==> src/rtl/core/thermadc_pkg.sv <==
// Shared types, constants and the NTC resistance table for the thermistor
// ADC-to-temperature converter. No dependencies.
package thermadc_pkg;

  localparam int AdcBits      = 12;
  localparam int TableEntries = 25;
  localparam int IdxW         = $clog2(TableEntries);
  localparam logic [IdxW-1:0] LastIdx = IdxW'(TableEntries - 1);
  localparam int TStep        = 5;
  localparam int TBase        = -40;
  localparam int TempW        = 9;
  localparam int CalcW        = TempW + 1;
  localparam logic [CalcW-1:0] ExtrapBase = CalcW'(TStep * (TableEntries - 1) + TBase);
  localparam logic [CalcW-1:0] InterpOfs  = CalcW'(-TBase);
  localparam int OhmsW        = 14;

  // Shared multiply/divide unit widths.
  localparam int McandW   = 16;
  localparam int MplierW  = 10;
  localparam int ProdW    = McandW + MplierW;
  localparam int DivisorW = 12;
  localparam int MulCntW  = $clog2(MplierW + 1);
  localparam int DivCntW  = $clog2(ProdW + 1);

  localparam logic [DivisorW-1:0] FullScale = DivisorW'((1 << AdcBits) - 1);

  // Status codes.
  localparam logic [1:0] StOk       = 2'd0;
  localparam logic [1:0] StNoSensor = 2'd1;
  localparam logic [1:0] StAdcFail  = 2'd2;
  localparam logic [1:0] StDivider  = 2'd3;

  // Configuration register indexes.
  localparam int CfgIdxW = 4;
  localparam logic [CfgIdxW-1:0] RegScale    = CfgIdxW'(0);
  localparam logic [CfgIdxW-1:0] RegRefLevel = CfgIdxW'(1);
  localparam logic [CfgIdxW-1:0] RegPullup   = CfgIdxW'(2);
  localparam logic [CfgIdxW-1:0] RegPulldown = CfgIdxW'(3);

  typedef struct packed {
    logic [AdcBits-1:0] sample_a;
    logic [AdcBits-1:0] sample_b;
    logic [AdcBits-1:0] sample_c;
    logic               sensor_present;
    logic               adc_ok;
  } in_item_t;

  typedef struct packed {
    logic signed [TempW-1:0] temperature;
    logic [1:0]              status;
  } out_item_t;

  typedef struct packed {
    logic                start;
    logic [McandW-1:0]   mcand;
    logic [MplierW-1:0]  mplier;
    logic [MulCntW-1:0]  mul_bits;
    logic [DivisorW-1:0] divisor;
    logic [DivCntW-1:0]  div_bits;
  } md_req_t;

  typedef struct packed {
    logic             done;
    logic [ProdW-1:0] quot;
  } md_rsp_t;

  // Thermistor resistance in ohms at -40 C + 5 C * idx.
  function automatic logic [OhmsW-1:0] ntc_ohms(input logic [IdxW-1:0] idx);
    logic [OhmsW-1:0] val;
    case (idx)
      5'd0:    val = 14'd8430;
      5'd1:    val = 14'd6230;
      5'd2:    val = 14'd4660;
      5'd3:    val = 14'd3520;
      5'd4:    val = 14'd2690;
      5'd5:    val = 14'd2080;
      5'd6:    val = 14'd1610;
      5'd7:    val = 14'd1240;
      5'd8:    val = 14'd968;
      5'd9:    val = 14'd757;
      5'd10:   val = 14'd595;
      5'd11:   val = 14'd471;
      5'd12:   val = 14'd375;
      5'd13:   val = 14'd300;
      5'd14:   val = 14'd242;
      5'd15:   val = 14'd196;
      5'd16:   val = 14'd159;
      5'd17:   val = 14'd131;
      5'd18:   val = 14'd108;
      5'd19:   val = 14'd89;
      5'd20:   val = 14'd74;
      5'd21:   val = 14'd62;
      5'd22:   val = 14'd52;
      5'd23:   val = 14'd44;
      5'd24:   val = 14'd37;
      default: val = '0;
    endcase
    return val;
  endfunction

endpackage

==> src/rtl/core/thermadc_muldiv.sv <==
// Bit-serial unit computing (mcand * mplier) / divisor, truncated.
// Shift-add multiply one multiplier bit per cycle, then restoring division
// one quotient bit per cycle. Depends on thermadc_pkg.
module thermadc_muldiv
  import thermadc_pkg::*;
(
  input  logic    clk_i,
  input  logic    rst_ni,
  input  md_req_t req_i,
  output md_rsp_t rsp_o
);

  typedef enum logic [2:0] {
    MD_IDLE = 3'b001,
    MD_MUL  = 3'b010,
    MD_DIV  = 3'b100
  } md_state_e;

  md_state_e           state_q, state_d;
  logic [ProdW-1:0]    acc_q, acc_d;
  logic [ProdW-1:0]    mcand_q, mcand_d;
  logic [MplierW-1:0]  mplier_q, mplier_d;
  logic [MulCntW-1:0]  mcnt_q, mcnt_d;
  logic [DivisorW-1:0] divisor_q, divisor_d;
  logic [DivCntW-1:0]  dcnt_q, dcnt_d;
  logic [DivisorW-1:0] rem_q, rem_d;
  logic [ProdW-1:0]    quot_q, quot_d;
  logic                done_q, done_d;
  logic [DivisorW+1:0] trial;

  assign trial = {1'b0, rem_q, acc_q[dcnt_q]} - {2'b00, divisor_q};

  always_comb begin
    state_d   = state_q;
    acc_d     = acc_q;
    mcand_d   = mcand_q;
    mplier_d  = mplier_q;
    mcnt_d    = mcnt_q;
    divisor_d = divisor_q;
    dcnt_d    = dcnt_q;
    rem_d     = rem_q;
    quot_d    = quot_q;
    done_d    = 1'b0;
    unique case (state_q)
      MD_IDLE: begin
        if (req_i.start) begin
          acc_d     = '0;
          mcand_d   = ProdW'(req_i.mcand);
          mplier_d  = req_i.mplier;
          mcnt_d    = req_i.mul_bits - MulCntW'(1);
          divisor_d = req_i.divisor;
          dcnt_d    = req_i.div_bits - DivCntW'(1);
          rem_d     = '0;
          quot_d    = '0;
          state_d   = MD_MUL;
        end
      end
      MD_MUL: begin
        if (mplier_q[0]) begin
          acc_d = acc_q + mcand_q;
        end
        mcand_d  = {mcand_q[ProdW-2:0], 1'b0};
        mplier_d = {1'b0, mplier_q[MplierW-1:1]};
        if (mcnt_q == '0) begin
          state_d = MD_DIV;
        end else begin
          mcnt_d = mcnt_q - MulCntW'(1);
        end
      end
      MD_DIV: begin
        // Restoring step: keep the difference when it did not go negative.
        if (!trial[DivisorW+1]) begin
          rem_d  = trial[DivisorW-1:0];
          quot_d = {quot_q[ProdW-2:0], 1'b1};
        end else begin
          rem_d  = {rem_q[DivisorW-2:0], acc_q[dcnt_q]};
          quot_d = {quot_q[ProdW-2:0], 1'b0};
        end
        if (dcnt_q == '0) begin
          state_d = MD_IDLE;
          done_d  = 1'b1;
        end else begin
          dcnt_d = dcnt_q - DivCntW'(1);
        end
      end
      default: state_d = MD_IDLE;
    endcase
  end

  always_ff @(posedge clk_i or negedge rst_ni) begin
    if (!rst_ni) begin
      state_q <= MD_IDLE;
      done_q  <= 1'b0;
    end else begin
      state_q <= state_d;
      done_q  <= done_d;
    end
  end

  always_ff @(posedge clk_i) begin
    acc_q     <= acc_d;
    mcand_q   <= mcand_d;
    mplier_q  <= mplier_d;
    mcnt_q    <= mcnt_d;
    divisor_q <= divisor_d;
    dcnt_q    <= dcnt_d;
    rem_q     <= rem_d;
    quot_q    <= quot_d;
  end

  assign rsp_o.done = done_q;
  assign rsp_o.quot = quot_q;

endmodule

==> src/rtl/core/thermistor_adc_to_temperature.sv <==
// Thermistor ADC-to-temperature converter, top level; depends on thermadc_pkg, thermadc_muldiv.
// A missing sensor or ADC failure goes straight to the output state; a divider out of range is
// reported after the averaging and voltage-level passes through the bit-serial multiply/divide
// unit; a good item takes four passes through it plus a table search. One item at a time; busy
// stays high through the done_o cycle, and a new item is taken only in idle. The receiver cannot
// stall. Reset returns the configuration registers to their defaults and the sequencer to idle.
module thermistor_adc_to_temperature
  import thermadc_pkg::*;
(
  input  logic               clk_i,
  input  logic               rst_ni,
  input  logic               start,
  output logic               busy,
  input  in_item_t           item_i,
  output logic               done_o,
  output out_item_t          result_o,
  input  logic               cfg_valid_i,
  output logic               cfg_ready_o,
  input  logic [CfgIdxW-1:0] cfg_index_i,
  input  logic [15:0]        cfg_data_i
);

  typedef enum logic [6:0] {
    S_IDLE   = 7'b0000001,
    S_AVG    = 7'b0000010,
    S_VLVL   = 7'b0000100,
    S_RES    = 7'b0001000,
    S_SRCH   = 7'b0010000,
    S_INTERP = 7'b0100000,
    S_OUT    = 7'b1000000
  } state_e;

  state_e              state_q, state_d;
  logic                launch_q, launch_d;
  logic [AdcBits+1:0]  sum_q, sum_d;
  logic [AdcBits-1:0]  avg_q, avg_d;
  logic [9:0]          v_q, v_d;
  logic [9:0]          diff_q, diff_d;
  logic [15:0]         r_q, r_d;
  logic [IdxW-1:0]     idx_q, idx_d;
  out_item_t           res_q, res_d;

  logic [9:0]          scale_q, ref_q;
  logic [15:0]         pullup_q, pulldown_q;

  md_req_t             md_req;
  md_rsp_t             md_rsp;

  logic [9:0]          v_new;
  logic                is_last;
  logic [IdxW-1:0]     idx_next;
  logic [OhmsW-1:0]    ohms_lo, ohms_hi;
  logic [CalcW-1:0]    q10, base10, temp10;

  // Configuration registers; always ready.
  assign cfg_ready_o = 1'b1;

  always_ff @(posedge clk_i or negedge rst_ni) begin
    if (!rst_ni) begin
      scale_q    <= 10'd376;
      ref_q      <= 10'd300;
      pullup_q   <= 16'd200;
      pulldown_q <= 16'd0;
    end else if (cfg_valid_i && cfg_ready_o) begin
      unique case (cfg_index_i)
        RegScale:    scale_q    <= cfg_data_i[9:0];
        RegRefLevel: ref_q      <= cfg_data_i[9:0];
        RegPullup:   pullup_q   <= cfg_data_i;
        RegPulldown: pulldown_q <= cfg_data_i;
        default: ;
      endcase
    end
  end

  thermadc_muldiv u_muldiv (
    .clk_i  (clk_i),
    .rst_ni (rst_ni),
    .req_i  (md_req),
    .rsp_o  (md_rsp)
  );

  assign v_new    = md_rsp.quot[9:0];
  assign is_last  = (idx_q == LastIdx);
  assign idx_next = idx_q + IdxW'(1);
  assign ohms_lo  = is_last ? ntc_ohms(LastIdx) : ntc_ohms(idx_next);
  assign ohms_hi  = is_last ? ntc_ohms(LastIdx - IdxW'(1)) : ntc_ohms(idx_q);
  assign q10      = md_rsp.quot[CalcW-1:0];
  assign base10   = CalcW'(({{(CalcW-IdxW){1'b0}}, idx_q} + CalcW'(1)) * CalcW'(TStep));
  assign temp10   = is_last ? (q10 + ExtrapBase) : (base10 - q10 - InterpOfs);

  // Operands for the shared unit, sampled only while launch_q is high.
  always_comb begin
    md_req       = '0;
    md_req.start = launch_q;
    unique case (state_q)
      S_AVG: begin
        md_req.mcand    = McandW'(sum_q);
        md_req.mplier   = MplierW'(1);
        md_req.mul_bits = MulCntW'(1);
        md_req.divisor  = DivisorW'(3);
        md_req.div_bits = DivCntW'(AdcBits + 2);
      end
      S_VLVL: begin
        md_req.mcand    = McandW'(avg_q);
        md_req.mplier   = scale_q;
        md_req.mul_bits = MulCntW'(MplierW);
        md_req.divisor  = FullScale;
        md_req.div_bits = DivCntW'(AdcBits + MplierW);
      end
      S_RES: begin
        if (pullup_q != '0) begin
          md_req.mcand   = pullup_q;
          md_req.mplier  = v_q;
          md_req.divisor = DivisorW'(diff_q);
        end else begin
          md_req.mcand   = pulldown_q;
          md_req.mplier  = diff_q;
          md_req.divisor = DivisorW'(v_q);
        end
        md_req.mul_bits = MulCntW'(MplierW);
        md_req.div_bits = DivCntW'(ProdW);
      end
      S_INTERP: begin
        // Past the hottest entry the last segment is extended.
        md_req.mcand    = is_last ? (McandW'(ohms_lo) - r_q) : (r_q - McandW'(ohms_lo));
        md_req.mplier   = MplierW'(TStep);
        md_req.mul_bits = MulCntW'(3);
        md_req.divisor  = DivisorW'(ohms_hi - ohms_lo);
        md_req.div_bits = DivCntW'(19);
      end
      default: ;
    endcase
  end

  always_comb begin
    state_d  = state_q;
    launch_d = 1'b0;
    sum_d    = sum_q;
    avg_d    = avg_q;
    v_d      = v_q;
    diff_d   = diff_q;
    r_d      = r_q;
    idx_d    = idx_q;
    res_d    = res_q;
    unique case (state_q)
      S_IDLE: begin
        if (start) begin
          res_d = '0;
          if (!item_i.sensor_present) begin
            res_d.status = StNoSensor;
            state_d      = S_OUT;
          end else if (!item_i.adc_ok) begin
            res_d.status = StAdcFail;
            state_d      = S_OUT;
          end else begin
            sum_d    = (AdcBits+2)'(item_i.sample_a) + (AdcBits+2)'(item_i.sample_b)
                     + (AdcBits+2)'(item_i.sample_c);
            launch_d = 1'b1;
            state_d  = S_AVG;
          end
        end
      end
      S_AVG: begin
        if (md_rsp.done) begin
          avg_d    = md_rsp.quot[AdcBits-1:0];
          launch_d = 1'b1;
          state_d  = S_VLVL;
        end
      end
      S_VLVL: begin
        if (md_rsp.done) begin
          v_d    = v_new;
          diff_d = ref_q - v_new;
          if ((pullup_q != '0) ? (v_new >= ref_q) : ((v_new == '0) || (v_new > ref_q))) begin
            res_d.status = StDivider;
            state_d      = S_OUT;
          end else begin
            launch_d = 1'b1;
            state_d  = S_RES;
          end
        end
      end
      S_RES: begin
        if (md_rsp.done) begin
          r_d     = (md_rsp.quot[ProdW-1:16] != '0) ? 16'hFFFF : md_rsp.quot[15:0];
          idx_d   = '0;
          state_d = S_SRCH;
        end
      end
      S_SRCH: begin
        if (is_last || (r_q >= 16'(ntc_ohms(idx_next)))) begin
          launch_d = 1'b1;
          state_d  = S_INTERP;
        end else begin
          idx_d = idx_next;
        end
      end
      S_INTERP: begin
        if (md_rsp.done) begin
          res_d.temperature = temp10[TempW-1:0];
          res_d.status      = StOk;
          state_d           = S_OUT;
        end
      end
      S_OUT: begin
        state_d = S_IDLE;
      end
      default: state_d = S_IDLE;
    endcase
  end

  always_ff @(posedge clk_i or negedge rst_ni) begin
    if (!rst_ni) begin
      state_q  <= S_IDLE;
      launch_q <= 1'b0;
    end else begin
      state_q  <= state_d;
      launch_q <= launch_d;
    end
  end

  always_ff @(posedge clk_i) begin
    sum_q  <= sum_d;
    avg_q  <= avg_d;
    v_q    <= v_d;
    diff_q <= diff_d;
    r_q    <= r_d;
    idx_q  <= idx_d;
    res_q  <= res_d;
  end

  assign busy     = (state_q != S_IDLE);
  assign done_o   = (state_q == S_OUT);
  assign result_o = res_q;

endmodule
==> config.mk <==
export PLATFORM = sky130hd
export DESIGN_NAME = thermistor_adc_to_temperature
export DESIGN_NICKNAME = d
export VERILOG_FILES = /design/src/rtl/core/thermadc_pkg.sv /design/src/rtl/core/thermadc_muldiv.sv /design/src/rtl/core/thermistor_adc_to_temperature.sv
export SDC_FILE = /design/constraint.sdc
export NUM_CORES = 1
export LEC_CHECK = 0
export BUFFER_PORTS_ARGS = -buffer_cell sky130_fd_sc_hd__buf_2
export CAP_MARGIN = 20
export CORE_UTILIZATION = 55
export DETAILED_ROUTE_END_ITERATION = 8
export PLACE_DENSITY = 0.69
export REMOVE_ABC_BUFFERS = 1
export SLEW_MARGIN = 5
export SYNTH_ARGS = -nofsm -noshare
export SYNTH_HDL_FRONTEND = slang
export SYNTH_SLANG_ARGS = --single-unit
==> constraint.sdc <==
create_clock -name clk_i -period 5.3 [get_ports clk_i]
set_input_delay 0.265 -clock clk_i [delete_from_list [all_inputs] [get_ports clk_i]]
set_output_delay 0.265 -clock clk_i [all_outputs]
set_load 0.005 [all_outputs]
==> out/metrics.csv, run 1 <==
stage,metric,value,unit
global_route,grt_pass1_vias,13550,
floorplanning,dieArea,33540,um2
route,via_per_inst,6.010,
floorplanning,die_w,183.1,um
critical_path,cp_data_required_time,5.80,ns
timing,finalSetupTns,0,ns
place,dp_hpwl,35000,um
timing,finalSetupViolCount,0,
synthesis,syn_avg_cell_area,10.15,um2
timing,min_period_over_period,0.9244,
finish,final.fill_count,2640,
route,routed_wl,47090,um
critical_path,crit_path_end_kind,register,
floorplanning,core-area,31880,um2
timing,hold_slack,0.02891,ns
global_route,grt_max_degree,65,
place,port_buffers,74,
global_route,overflow,0,
route,drc,0,
floorplanning,rows,65,
floorplanning,start_util,0.5661,
finish,nNetsFinal,2101,
synthesis,ys_ff_latch,275,
floorplanning,io_pins,76,
critical_path,cp_max_fo,17,
clock_tree,cts_root_buf,clkbuf_16,
floorplanning,die_h,183.1,um
finish,final_cells,2325,
synthesis,syn_inst,1778,
synthesis,yosysSeqAreaShare,0.4342,
worst_hold_path,min_path_type,input pin to register,
place,placedCellCount,2255,
clock_tree,clkSinkCount,275,
synthesis,synth_flop_cell,edfxtp_1,
route,wire_per_inst,20.25,um
route,first_iter_violations,1074,
global_route,antenna_found_initial,1,
timing,rsz0062_at_grt,no,
critical_path,worstSetupStartpointType,register,
route,vias,13970,
timing,fin_crit,4.899,ns
route,first_pass_iters,7,
global_route,grt_pass1_wl,74020,um
pwr,leakage,8.527,nW
clock_tree,cts_tree,built,
finish,drive_above_1_share,0.1476,
clock_tree,clk_pin_slew,0.07,ns
timing,max_slew.worst_pin.slew,1.004,ns
critical_path,crit_arrival,5.40,ns
global_route,grt_usage,0.2855,
timing,slew_headroom,0.3306,
clock_tree,htree_num_levels,1,
synthesis,synth_edf_count,199,
finish,multi_input_area,9453,um2
run_status,status,completed,
timing,hold_viol_final,0,
clock_tree,cts_buffer_depth,3,
timing,fmax,204.1,MHz
pwr,cellPowerDensity,295.0,nW/um2
finish,regArea,7835,um2
critical_path,critPathKind,register to register,
synthesis,synth_area,18050,um2
place,gp_congestion,0.9411,
route,ant_nets,0,
pwr,ir_drop,0.3031,mV
synthesis,synth_warnings,0,
finish,fin_util,0.6318,
run,max-cap-violations,0,
synthesis,synth_cell_types,88,
clock_tree,numCtsBuffers,30,
finish,syn_to_final_growth,11.61,%
clock_tree,clk_latency,0.58,ns
timing,skew,0.03209,ns
finish,antennaDiodeCount,0,
synthesis,ys_async_sr_fraction,0.2327,
timing,slew_violations,0,
==> cells by family (layout without fill, tap and decap cells) <==
group / after synthesis / in the layout / synth area share
AOI/OAI and AO/OA: 425 / 425 / 0.1523
xor gates and xnor gates: 82 / 82 / 0.03980
adders and majority gates: 173 / 173 / 0.1295
buffers and inverters: 203 / 315 / 0.04403
DFF: 275 / 275 / 0.4342
muxes: 92 / 92 / 0.05949
other: 1 / 1 / 0.0002078
and+or+nand+nor: 527 / 527 / 0.1405
==> metal layers <==
metal | share of wire | up-vias | global-route usage
met1 | 0.45 | 6791 | 0.4019
met5 | 0.00028 | - | 0
met3 | 0.059 | 76 | 0.03892
met2 | 0.46 | 454 | 0.4566
li1 | - | 6650 | -
met4 | 0.034 | 2 | 0.09233
==> cell usage after synthesis, types with 13 or more instances <==
library cell,n,area [um2]
o221ai_1,14,122.6
mux2i_1,33,330.3
nor3_1,30,150.1
nand4_1,25,156.4
inv_1,125,469.2
xor2_1,33,289.0
xnor2_1,49,429.2
and2_1,16,100.1
dfstp_2,14,367.9
nor2_1,183,686.9
nor4_1,13,81.33
a21o_1,33,247.7
clkbuf_1,57,214.0
dfrtp_1,50,1251
o21ai_0,85,425.4
a31oi_1,16,100.1
nand2_1,120,450.4
mux2_2,52,585.6
a21oi_1,146,730.7
nor2b_1,15,93.84
edfxtp_1,199,5976
fa_1,23,460.4
and3_1,32,200.2
nand3_1,32,160.2
ha_1,150,1877
==> final cells by class <==
cell class | instances | area share
timing repair buffer | 131 | 0.04137
clock buffer | 39 | 0.04044
sequential | 275 | 0.3890
inverter | 128 | 0.02410
tap | 435 | 0.02702
clock inverter | 17 | 0.008759
multi-input combinational | 1300 | 0.4693
==> per-stage QoR <==
stage	worst slack (ns)	area [um2]	power, mW
6_report	0.4009	20140	5.942
5_1_grt	0.006469	20140	6.197
2_1_floorplan	-0.01036	17740	3.489
3_3_place_gp	0.5376	18990	3.818
3_5_place_dp	0.4551	18990	3.855
4_1_cts	0.3399	20090	5.962
==> power by group <==
part | switching (mW) | total (mW) | internal, mW
Combinational | 0.632 | 1.11 | 0.481
Sequential | 0.142 | 2.73 | 2.58
Clock | 0.873 | 2.10 | 1.23
Total | 1.65 | 5.94 | 4.29
==> sequential cells by signal, indices dropped and copies added, names as in the netlist, 11 cells and up, named ones only <==
signal              count
result_o               11
r_q                    16
sum_q                  14
avg_q                  12
pulldown_q             16
u_muldiv.divisor_q     12
u_muldiv.quot_q        26
pullup_q               16
u_muldiv.acc_q         26
u_muldiv.mcand_q       26
u_muldiv.rem_q         12
==> worst max-delay path: stages, from the launching register on <==
cell and delay (ns):
edfxtp_1 0.50, ha_2 0.31, nand3_1 0.13, xnor2_2 0.26
clkinv_1 0.14, buf_4 0.22, nand2_1 0.10, nor2b_1 0.08
a21oi_1 0.24, ha_1 0.28, a2111oi_0 0.39, nor4_1 0.12
buf_4 0.16, o21ai_0 0.15, buf_4 0.16, a21oi_4 0.12
a21boi_4 0.33, inv_1 0.19, ha_1 0.31, o221a_1 0.24
a211oi_1 0.24, a211o_1 0.12
==> cell usage in the layout (no fill, tap or decap), types with 12 or more instances in the layout <==
| master | instances |
|---|---|
| nand3_1 | 32 |
| xnor2_1 | 47 |
| mux2i_1 | 33 |
| ha_1 | 149 |
| and3_1 | 32 |
| and2_1 | 16 |
| fa_1 | 23 |
| a31oi_1 | 16 |
| clkbuf_16 | 30 |
| buf_4 | 45 |
| a21o_1 | 33 |
| nor3_1 | 29 |
| dfrtp_1 | 50 |
| mux2_2 | 52 |
| dfxtp_1 | 12 |
| or2_2 | 12 |
| nor4_1 | 13 |
| o221ai_1 | 14 |
| buf_2 | 74 |
| inv_1 | 125 |
| o21ai_0 | 84 |
| a21oi_1 | 146 |
| nand4_1 | 25 |
| edfxtp_1 | 199 |
| nand2b_1 | 12 |
| nor2_1 | 183 |
| a221oi_1 | 12 |
| nand2_1 | 119 |
| dfstp_2 | 14 |
| nor2b_1 | 15 |
| xor2_1 | 33 |
==> final timing paths <==
kind / slack, ns / from / cells after the start / end
worst max register to register: 0.40 / idx_q[1] / 21 / register
worst min register to register: 0.51 / pulldown_q[2] / 1 / pulldown_q[2]
max in group asynchronous: 4.27 / rst_ni / 3 / scale_q[0]
min in group asynchronous: 0.44 / rst_ni / 3 / pullup_q[15]
worst min-delay path: 0.03 / cfg_data_i[8] / 2 / scale_q[8]
worst max-delay path: 0.40 / idx_q[1] / 21 / register
==> what timing repair did <==
action / 4_1_cts / 5_1_grt
endpoints found under the setup margin: 0 / 1
setup buffers: 0 / 2
hold buffers: 11 / 0
endpoints found under the hold margin: 74 / 0
resized for setup: 0 / 3
No activity file was read; power rests on OpenSTA's default activity.
==> inputs of run 2 (changes only) <==
--- a/config.mk
+++ b/config.mk
@@ -9,6 +9,7 @@
 export CAP_MARGIN = 20
 export CORE_UTILIZATION = 55
 export DETAILED_ROUTE_END_ITERATION = 8
+export HOLD_SLACK_MARGIN = 0.05
 export PLACE_DENSITY = 0.69
 export REMOVE_ABC_BUFFERS = 1
 export SLEW_MARGIN = 5
==> out/metrics.csv, run 2 (synthesis results as in run 1) <==
stage,metric,value,unit
clock_tree,clk_latency,0.58,ns
timing,finalSetupViolCount,0,
pwr,cellPowerDensity,294.3,nW/um2
clock_tree,cts_tree,built,
critical_path,critPathKind,register to register,
route,drc,0,
clock_tree,cts_buffer_depth,3,
global_route,grt_pass1_vias,13620,
clock_tree,clk_pin_slew,0.07,ns
critical_path,cp_data_required_time,5.80,ns
floorplanning,core-area,31880,um2
critical_path,cpMaxStageDelayCell,edfxtp_1,
clock_tree,clkSinkCount,275,
critical_path,reg2reg_slack,0.41,ns
finish,drive_above_1_share,0.1470,
floorplanning,dieArea,33540,um2
critical_path,timing.critical_path.mode_cell,buf_4,
finish,regArea,7835,um2
route,wire_per_inst,20.29,um
clock_tree,cts_root_buf,clkbuf_16,
global_route,antenna_found_initial,1,
finish,layout_commonest_cell,edfxtp_1,
finish,fin_area,20220,um2
global_route,grt_usage,0.2866,
finish,nNetsFinal,2109,
timing,hold_viol_final,0,
pwr,leakage,8.558,nW
global_route,overflow,0,
floorplanning,io_pins,76,
route,first_iter_violations,989,
floorplanning,die_h,183.1,um
floorplanning,die_w,183.1,um
run_status,status,completed,
clock_tree,numCtsBuffers,30,
clock_tree,htree_num_levels,1,
place,dp_hpwl,35000,um
floorplanning,rows,65,
timing,finalSetupTns,0,ns
finish,syn_to_final_growth,12.04,%
timing,slew_violations,0,
timing,fin_crit,4.885,ns
finish,final.fill_count,2629,
critical_path,cpPeakStageDelay,0.49,ns
route,routed_wl,47340,um
route,vias,13970,
route,first_pass_iters,7,
route,ant_nets,0,
finish,multi_input_area,9453,um2
place,port_buffers,74,
place,gp_congestion,0.9411,
global_route,grt_pass1_wl,74290,um
finish,reg_top3,"u_muldiv.acc_q (26), u_muldiv.mcand_q (26), u_muldiv.quot_q (26)",
finish,antennaDiodeCount,0,
place,place_area,18990,um2
finish,most-common-layout-cells,"edfxtp_1, nor2_1, ha_1, a21oi_1, inv_1",
critical_path,worstSetupStartpointType,register,
timing,max_slew.worst_pin.slew,1.031,ns
timing,rsz0062_at_grt,no,
global_route,grt_max_degree,65,
timing,min_period_over_period,0.9217,
critical_path,crit_chain,"ha_2, nand3_1, xnor2_2, clkinv_1, buf_4, nand2_1, nor2b_1, a21oi_1, ha_1, a2111oi_0, nor4_1, buf_4, o21ai_0, buf_4, a21oi_4, a21boi_4, inv_1, ha_1, o221a_1, a211oi_1, a211o_1",
route,via_per_inst,5.989,
timing,skew,0.03597,ns
critical_path,crit_buf_inv,5,
timing,slew_headroom,0.3127,
worst_hold_path,min_path_type,input pin to register,
critical_path,crit_path_end_kind,register,
floorplanning,start_util,0.5661,
critical_path,cp_max_fo,17,
pwr,ir_drop,0.3049,mV
timing,fmax,204.7,MHz
critical_path,crit_arrival,5.38,ns
run,max-cap-violations,0,
critical_path,path_delay_family,compound AO/OA/AOI/OAI gates,
run 2: worst paths after layout:
check	cells past startpoint	start	end
setup / recovery	21	idx_q[1]	register
hold / removal	3	item_i[0]	result_o[1]
setup reg to reg	21	idx_q[1]	register
hold reg to reg	1	pulldown_q[5]	pulldown_q[5]
max in group asynchronous	3	rst_ni	scale_q[0]
min in group asynchronous	3	rst_ni	pullup_q[15]
run 2: final cells by class:
type	count	share of cell area
multi-input combinational	1300	0.4675
clock buffer	39	0.04029
timing repair buffer	139	0.04499
inverter	128	0.02401
sequential	275	0.3875
tap	435	0.02692
clock inverter	17	0.008726
run 2: worst min-delay path, stage by stage:
cell	delay, ns
buf_2	0.08
nand2b_1	0.08
o21ai_0	0.06
run 2: power breakdown:
| group | total [mW] | internal [mW] | leakage, nW | switching (mW) |
|---|---|---|---|---|
| logic | 1.12 | 0.485 | 5.36 | 0.636 |
| registers | 2.73 | 2.58 | 2.72 | 0.142 |
| clock network | 2.10 | 1.23 | 0.486 | 0.873 |
run 2: per-stage QoR:
stage	util	power (mW)	cells	hold slack (ns)	setup slack, ns
3_5_place_dp	0.5958	3.855	2255	0.4925	0.4551
3_3_place_gp	0.5958	3.818	2255	0.4844	0.5376
5_1_grt	0.6342	6.204	2333	0.1402	0.006469
2_1_floorplan	-	3.489	1703	-0.03059	-0.01036
4_1_cts	0.6328	5.967	2330	0.09610	0.3399
6_report	0.6342	5.949	2333	0.1120	0.4148
run 2: what timing repair did:
action                     in CTS  in global routing
hold endpoints to repair       98                  0
buffers inserted                0                  2
hold buffers                   19                  0
resized for setup               0                  3
setup endpoints to repair       0                  1
run 2: layer usage:
layer / wire, um / GRT usage
met1: 21340 / 0.4026
met5: 13 / 0
met2: 21310 / 0.4558
met4: 1791 / 0.1010
met3: 2884 / 0.03872
